--- src/rtl/sitda_pkg.sv ---
// ----------------------------------------------------------------------------
// sitda_pkg
// shared types and constants of the signed integer to decimal text core
// ----------------------------------------------------------------------------
package sitda_pkg;

	localparam int VALUE_W = 32;
	localparam int CHAR_W  = 8;
	localparam int DIGIT_W = 4;
	localparam int BIT_CNT_W = $clog2(VALUE_W);

	localparam logic [CHAR_W-1:0]  CHAR_MINUS = 8'd45;
	localparam logic [CHAR_W-1:0]  CHAR_ZERO  = 8'd48;
	localparam logic [DIGIT_W-1:0] DIGIT_FIVE = 4'd5;
	localparam logic [DIGIT_W-1:0] DIGIT_ADJ  = 4'd3;

	typedef struct packed {
		logic signed [VALUE_W-1:0] value;
	} num_item_t;

	typedef struct packed {
		logic [CHAR_W-1:0] char_code;
		logic              last_char;
	} char_item_t;

	typedef enum logic [1:0] {
		ST_IDLE,
		ST_CONV,
		ST_SCAN,
		ST_EMIT
	} sitda_state_t;

endpackage

--- src/rtl/sitda_stream_if.sv ---
// ----------------------------------------------------------------------------
// sitda_stream_if
// valid/ready channel carrying one item of type T
// ----------------------------------------------------------------------------
interface sitda_stream_if #(
	parameter type T = logic
);
	logic valid;
	logic ready;
	T     data;

	modport source (output valid, output data, input ready);
	modport sink   (input valid, input data, output ready);
endinterface

--- src/rtl/signed_int_to_decimal_ascii_core.sv ---
// the first character is offered after the conversion and the leading-zero skip
// a new item is taken only in idle, after the last character of the previous one
// the conversion is a bit-serial double-dabble loop, one input bit per cycle
// the leading-zero skip shifts one digit per cycle, then one character per ready cycle
// reset: arst_n low clears the state machine to idle, no item pending
// ----------------------------------------------------------------------------
// signed_int_to_decimal_ascii_core
// formats a signed 32-bit number as decimal ascii text, most significant
// digit first, with a leading minus for negative values and a last-char flag
// ----------------------------------------------------------------------------
module signed_int_to_decimal_ascii_core
	import sitda_pkg::*;
#(
	parameter int MAX_DIGITS = 10
) (
	input logic                 clk,
	input logic                 arst_n,
	sitda_stream_if.sink        number,
	sitda_stream_if.source      chars
);

	localparam int BCD_W = MAX_DIGITS * DIGIT_W;
	localparam int DL_W  = $clog2(MAX_DIGITS + 1);

	// control state
	sitda_state_t           state_q, state_d;
	logic [BIT_CNT_W-1:0]   bit_cnt_q;      // remaining shift steps minus one
	logic [DL_W-1:0]        dig_left_q;     // digits still to emit
	logic                   sign_pend_q;    // minus sign not yet sent

	// datapath
	logic [VALUE_W-1:0]     mag_q;          // magnitude, shifted out msb first
	logic [BCD_W-1:0]       bcd_q;          // packed bcd digits, top digit leads
	logic                   ovf_q;          // value has more digits than the buffer
	logic                   neg_q;

	logic [BCD_W-1:0]       bcd_adj;
	logic [DIGIT_W-1:0]     top_digit;
	logic [VALUE_W-1:0]     mag_in;
	logic                   in_acc;
	logic                   out_acc;
	logic                   skip_zero;

	assign top_digit = bcd_q[BCD_W-1 -: DIGIT_W];
	assign in_acc    = number.valid & number.ready;
	assign out_acc   = chars.valid & chars.ready;

	// two's complement magnitude, exact for the most negative value
	assign mag_in = number.data.value[VALUE_W-1] ?
		(~number.data.value + VALUE_W'(1)) : number.data.value;

	// add-3 correction on every digit before the shift (independent per digit)
	always_comb begin
		for (int i = 0; i < MAX_DIGITS; i++) begin
			if (bcd_q[i*DIGIT_W +: DIGIT_W] >= DIGIT_FIVE) begin
				bcd_adj[i*DIGIT_W +: DIGIT_W] = bcd_q[i*DIGIT_W +: DIGIT_W] + DIGIT_ADJ;
			end else begin
				bcd_adj[i*DIGIT_W +: DIGIT_W] = bcd_q[i*DIGIT_W +: DIGIT_W];
			end
		end
	end

	// leading zero may be dropped unless digits were lost off the top
	// or it is the only digit left
	assign skip_zero = !ovf_q && (top_digit == '0) && (dig_left_q > DL_W'(1));

	// state register
	always_ff @(posedge clk or negedge arst_n) begin
		if (!arst_n) begin
			state_q <= ST_IDLE;
		end else begin
			state_q <= state_d;
		end
	end

	// next state and handshake outputs
	always_comb begin
		state_d               = state_q;
		number.ready          = 1'b0;
		chars.valid           = 1'b0;
		chars.data.char_code  = CHAR_ZERO + CHAR_W'(top_digit);
		chars.data.last_char  = 1'b0;
		unique case (state_q)
			ST_IDLE: begin
				number.ready = 1'b1;
				if (number.valid) begin
					state_d = ST_CONV;
				end
			end
			ST_CONV: begin
				if (bit_cnt_q == '0) begin
					state_d = ST_SCAN;
				end
			end
			ST_SCAN: begin
				if (!skip_zero) begin
					state_d = ST_EMIT;
				end
			end
			ST_EMIT: begin
				chars.valid = 1'b1;
				if (sign_pend_q) begin
					chars.data.char_code = CHAR_MINUS;
				end else begin
					chars.data.last_char = (dig_left_q == DL_W'(1));
					if (chars.ready && dig_left_q == DL_W'(1)) begin
						state_d = ST_IDLE;
					end
				end
			end
			default: state_d = ST_IDLE;
		endcase
	end

	// control counters and flags
	always_ff @(posedge clk or negedge arst_n) begin
		if (!arst_n) begin
			bit_cnt_q   <= '0;
			dig_left_q  <= '0;
			sign_pend_q <= 1'b0;
		end else begin
			if (in_acc) begin
				bit_cnt_q   <= BIT_CNT_W'(VALUE_W - 1);
				dig_left_q  <= DL_W'(MAX_DIGITS);
				sign_pend_q <= number.data.value[VALUE_W-1];
			end else if (state_q == ST_CONV) begin
				bit_cnt_q <= bit_cnt_q - BIT_CNT_W'(1);
			end else if (state_q == ST_SCAN && skip_zero) begin
				dig_left_q <= dig_left_q - DL_W'(1);
			end else if (out_acc) begin
				if (sign_pend_q) begin
					sign_pend_q <= 1'b0;
				end else begin
					dig_left_q <= dig_left_q - DL_W'(1);
				end
			end
		end
	end

	// bit-serial double dabble, then digit shifts for skip and emit
	always_ff @(posedge clk) begin
		if (in_acc) begin
			mag_q <= mag_in;
			bcd_q <= '0;
			ovf_q <= 1'b0;
			neg_q <= number.data.value[VALUE_W-1];
		end else if (state_q == ST_CONV) begin
			mag_q <= {mag_q[VALUE_W-2:0], 1'b0};
			bcd_q <= {bcd_adj[BCD_W-2:0], mag_q[VALUE_W-1]};
			ovf_q <= ovf_q | bcd_adj[BCD_W-1];
		end else if ((state_q == ST_SCAN && skip_zero) || (out_acc && !sign_pend_q)) begin
			bcd_q <= {bcd_q[BCD_W-DIGIT_W-1:0], {DIGIT_W{1'b0}}};
		end
	end

	// emitted digits are always decimal
	assert property (@(posedge clk) disable iff (!arst_n)
		(state_q == ST_EMIT && !sign_pend_q) |-> (top_digit <= 4'd9))
		else $error("non-decimal digit offered");

	// a digit count of zero never reaches the output
	assert property (@(posedge clk) disable iff (!arst_n)
		(state_q == ST_EMIT) |-> (dig_left_q != '0))
		else $error("emit with no digits left");

	// the last character returns the core to idle
	assert property (@(posedge clk) disable iff (!arst_n)
		(out_acc && chars.data.last_char) |=> (state_q == ST_IDLE))
		else $error("core busy after last character");

	// the minus sign only appears for negative values and is never last
	assert property (@(posedge clk) disable iff (!arst_n)
		(chars.valid && chars.data.char_code == CHAR_MINUS) |->
			(neg_q && !chars.data.last_char))
		else $error("misplaced minus sign");

endmodule

--- src/flat_wrapper.sv ---
// flat-port wrapper written by rule: the top's interface ports become plain ports
module signed_int_to_decimal_ascii_core_flat import sitda_pkg::*;
#(
	parameter int MAX_DIGITS = 10
)
  (clk, arst_n, number_valid, number_data, number_ready, chars_valid, chars_data, chars_ready);
  sitda_stream_if #(.T(num_item_t)) number_i ();
  sitda_stream_if #(.T(char_item_t)) chars_i ();
  input logic clk;
  input logic arst_n;
  input wire logic [$bits(number_i.valid)-1:0] number_valid;
  input wire logic [$bits(number_i.data)-1:0] number_data;
  output wire logic [$bits(number_i.ready)-1:0] number_ready;
  output wire logic [$bits(chars_i.valid)-1:0] chars_valid;
  output wire logic [$bits(chars_i.data)-1:0] chars_data;
  input wire logic [$bits(chars_i.ready)-1:0] chars_ready;
  assign number_i.valid = number_valid;
  assign number_i.data = number_data;
  assign number_ready = number_i.ready;
  assign chars_valid = chars_i.valid;
  assign chars_data = chars_i.data;
  assign chars_i.ready = chars_ready;
  signed_int_to_decimal_ascii_core #(.MAX_DIGITS(MAX_DIGITS)) u_core (.clk(clk), .arst_n(arst_n), .number(number_i), .chars(chars_i));
endmodule
--- config.mk ---
export PLATFORM = sky130hd
export DESIGN_NAME = signed_int_to_decimal_ascii_core_flat
export DESIGN_NICKNAME = d
export VERILOG_FILES = /design/src/rtl/sitda_pkg.sv /design/src/rtl/sitda_stream_if.sv /design/src/rtl/signed_int_to_decimal_ascii_core.sv /design/src/flat_wrapper.sv
export SDC_FILE = /design/constraint.sdc
export NUM_CORES = 1
export LEC_CHECK = 0
export BUFFER_PORTS_ARGS = -buffer_cell sky130_fd_sc_hd__buf_4
export CAP_MARGIN = 20
export CELL_PAD_IN_SITES_DETAIL_PLACEMENT = 1
export CELL_PAD_IN_SITES_GLOBAL_PLACEMENT = 1
export CORE_ASPECT_RATIO = 0.75
export CORE_MARGIN = 1
export CORE_UTILIZATION = 45
export CTS_CLUSTER_SIZE = 20
export DETAILED_ROUTE_END_ITERATION = 12
export PLACE_DENSITY_LB_ADDON = 0.25
export SYNTH_ARGS = -nofsm -noshare
export SYNTH_HDL_FRONTEND = slang
export SYNTH_SLANG_ARGS = --single-unit
--- constraint.sdc ---
create_clock -name clk -period 5.1 [get_ports clk]
set_clock_uncertainty 0.15 [all_clocks]
set_input_delay 0.765 -clock clk [delete_from_list [all_inputs] [get_ports clk]]
set_output_delay 0.765 -clock clk [all_outputs]
set_load 0.01 [all_outputs]
==> results by group <==
Timing
  – Setup slack after layout: 2.10 ns
  – Least-Margin Pin Slew: 0.938 ns
  – Hold_ws: 0.103 ns
  – Final setup fails: 0
  – Fin. Hold Viols: 0
  – Final worst-path cycle share: approximately three fifths
  – Fmax: 334 MHz
  – RSZ-0062 raised after global routing: false
  – Slew Viols, Final: 0
  – Slew HR: 37.2%
  – Setup_tns: 0 ns
  – Final worst path period need: 3.00 ns

Synth
  – Post-synthesis compound-gate area fraction: 22.2%
  – Async set-reset flop share out of synthesis: 14.1%
  – Xor/xnor cell area share of the yosys netlist: 6.23%
  – Post-synthesis cell count: 660
  – Mapped Area: 5630 um2
  – Post-synthesis average cell area: 8.53 um2
  – Adder-Cell Fraction of Synth Area: about 6.9%
  – Prevailing post-synth register cell: dfxtp_1
  – Number of flops mapped to enable cells by yosys: 32
  – Mux cell area share after synthesis: 4.94%
  – Netlist cell types: 60
  – Simple-gate share of the synthesized area: 16.7%
  – Register bit total from synthesis: 85
  – Seq/Total Area, Yosys: 37.0%
  – Largest family of logic cells by synthesized area: compound AO/OA/AOI/OAI gates
  – Synth warnings: 0

Layout
  – # fillers: ~1400
  – Antenna Cells: 0
  – Area occupied by registers: 2080 um2
  – Footprint of the multi-input gates: roughly 3200 um2
  – Number of nets in the layout: around 750
  – Design Area, Final: 6320 um2
  – Syn-to-layout area delta: 12.4%
  – Layout cell share with drive strength beyond 1: between 10% and 20%

Critical path
  – Worst path arrival time: 2.93 ns
  – Worst path slowest cell: or4b_1
  – Worst setup EP type: flop
  – CP cell instances: buf_4 > inv_1 > ha_1 > or3b_4 > or4b_1 > nor3_2 > mux2i_1 > nand3_1
  – CP max stage delay: 0.74 ns
  – Worst path bufs/invs: 2
  – Crit-path max FO: 7
  – Startpoint types: primary input
  – CP delay by family, top: simple AND/OR/NAND/NOR gates
  – Req. time, crit path: 5.03 ns
  – Critical path class: in -> reg

Detailed routing
  – WL met1: 7220 um
  – DR iter-0 viols: 243
  – Top Layer Used: met4
  – Met2 routed WL: 7260 um
  – Antenna-violating nets left: 0
  – Routed length per instance: 17.9 um
  – DRC Markers: 0
  – DR vias: 4908
  – Pre-Repair DR Iteration Count: 4
  – Met3 wire length: 503 um
  – Vias per cell: 5.79
  – Routed wire length: 15100 um

GRT
  – First-pass GRT wire length: approximately 25000 um
  – Remaining Overflow, GRT: 0
  – Gr usage total: 24.4%
  – Pin count of the biggest net entering global routing: 50
  – Number of global-route vias before repair: just over 5000
  – Initial antenna violation count: 0

Outcome
  – Status: finished clean

Placement
  – Post-DP Area: 6050 um2
  – Dpl ws: 1.76 ns
  – Routability cong.: 0.831
  – Port Buffers: 43
  – DP HPWL: ~11000 um

Power and ir drop
  – Flop pwr share: 34.3%
  – Switching pwr: 1.84 mW
  – Cell-internal power: 2.31 mW
  – Worst vdd ir: between 0.0002 and 0.0003 V
  – Clock power frac: 15.1%
  – Combinational share of power: 50.6%
  – Power density cells: 655 nW/um2
  – Leakage: 2.51 nW
  – Sw frac: 44.3%

Floorplanning
  – Row Count: 34
  – Die footprint: 13000 um2
  – Core area: 11900 um2
  – Chip width: 131 um
  – # IOs: 47
  – Die height: 98.8 um
  – Initial core utilization: 47.4%

Clock tree
  – # hold bufs at CTS: 0
  – Clk Latency, worst-skew pair: 0.35 ns
  – Post-CTS repair timing setup buffer count: 0
  – Quantity of gates resized following cts: 0
  – CTS tree: yes
  – CTS clk-pin slew, worst paths: around 0.070 ns
  – H-tree depth: 3
  – Root Buffer: clkbuf_16
  – Cts bufs inserted: 9
  – Clk buf depth: 2
  – TritonCTS Sinks: between 80 and 90

Min path
  – Hold WC Path Type: in -> async

Job
  – Max cap viols: 0
[cells in the mapped netlist, types with 3 or more instances]
master / number / area share (%)
nand2_1: 70 / 4.7
a21oi_1: 68 / 6.0
o21ai_0: 52 / 4.6
dfxtp_1: 41 / 15
inv_1: 41 / 2.7
nor2_1: 36 / 2.4
clkbuf_1: 33 / 2.2
edfxtp_1: 32 / 17
ha_1: 31 / 6.9
xor2_1: 26 / 4.0
mux2i_1: 21 / 3.7
a31oi_1: 19 / 2.1
nand2b_1: 16 / 1.8
xnor2_1: 14 / 2.2
o21a_1: 13 / 1.7
dfrtp_1: 12 / 5.3
nor3b_1: 11 / 1.5
o31ai_1: 11 / 1.5
nand3_1: 10 / 0.89
nor3_1: 10 / 0.89
a211oi_1: 8 / 1.1
o21ai_1: 8 / 0.71
mux2_2: 6 / 1.2
nand4_1: 6 / 0.67
o32ai_1: 6 / 0.93
buf_1: 4 / 0.27
o41ai_1: 4 / 0.62
buf_4: 3 / 0.40
nor4b_1: 3 / 0.47
or3_1: 3 / 0.33
or4_1: 3 / 0.40
[final timing paths]
check	cells after the start	slack, ns	from	end
worst max-delay path	8	2.10	number_data[0]	u_core.mag_q[30]
worst min-delay path	1	0.10	arst_n	u_core.bit_cnt_q[2]
worst max register to register	7	2.17	u_core.state_q[0]	u_core.mag_q[4]
worst min register to register	2	0.34	u_core.ovf_q	u_core.ovf_q
max in group asynchronous	1	4.53	arst_n	u_core.sign_pend_q
min in group clk	2	0.34	u_core.ovf_q	u_core.ovf_q
[registers in the layout (all words and copies together) (netlist names)]
name and count:
u_core.dig_left_q 4, u_core.mag_q 32, u_core.bit_cnt_q 5, u_core.bcd_q 40
u_core.sign_pend_q 1, u_core.state_q 2, u_core.ovf_q 1
[logic make-up after synthesis]
logic type	after synthesis
AO/OA/AOI/OAI	204
AND/OR/NAND/NOR	187
flip-flops	85
buffers and inverters	84
XOR/XNOR	40
adder cells (fa/ha/maj)	31
multiplexers	27
other	2
[power groups by stage]
| stage | Clock [mW] | Combinational (mW) | Sequential [mW] |
|---|---|---|---|
| 2_1_floorplan | 0 | 1.61 | 1.30 |
| 3_3_place_gp | 0 | 1.95 | 1.40 |
| 3_5_place_dp | 0 | 2.09 | 1.43 |
| 4_1_cts | 0.638 | 2.12 | 1.41 |
| 5_1_grt | 0.660 | 2.38 | 1.47 |
| 6_report | 0.626 | 2.10 | 1.42 |
[layout make-up]
type,count,area share [%]
Multi-Input combinational cell,492,51.1
Sequential cell,85,32.9
Timing Repair Buffer,50,5.93
Clock buffer,10,3.62
Tap cell,162,3.20
Inverter,42,2.49
Clock inverter,6,0.772
[worst reg2reg max path, cell delays in order (launching register included)]
cell and delay, ns:
dfrtp_1 0.40, inv_1 0.13, ha_1 0.24, and2_1 0.14
buf_4 0.39, nor2_1 0.20, inv_1 0.55, buf_4 0.39
[through the flow]
step                      power, mW  std cells  util (%)
after floorplan                2.92        661         -
after global placement         3.35        831      50.9
after CTS                      4.17        847      53.3
final                          4.15        847      53.3
after global routing           4.50        847      53.3
after detailed placement       3.51        831      50.9
[layer usage]
| layer | global-route usage (%) | vias up |
|---|---|---|
| met4 | 6.70 | 0 |
| met1 | 32.3 | 2411 |
| met2 | 41.1 | 86 |
| met3 | 4.32 | 15 |
| li1 | - | 2396 |
| met5 | 0 | - |
[placed cells by master (no fill, tap or decap), types with 10 or more instances in the layout]
cell type / count
edfxtp_1: 32
nand2_1: 69
buf_4: 50
nand3_1: 10
o21ai_0: 52
dfxtp_1: 41
mux2i_1: 21
xnor2_1: 14
inv_1: 41
nor2_1: 36
a21oi_1: 68
o31ai_1: 11
o21a_1: 13
xor2_1: 26
ha_1: 30
nand2b_1: 16
dfrtp_1: 12
a31oi_1: 19
nor3b_1: 11
Note: power is estimated with default switching activity, not from simulation.
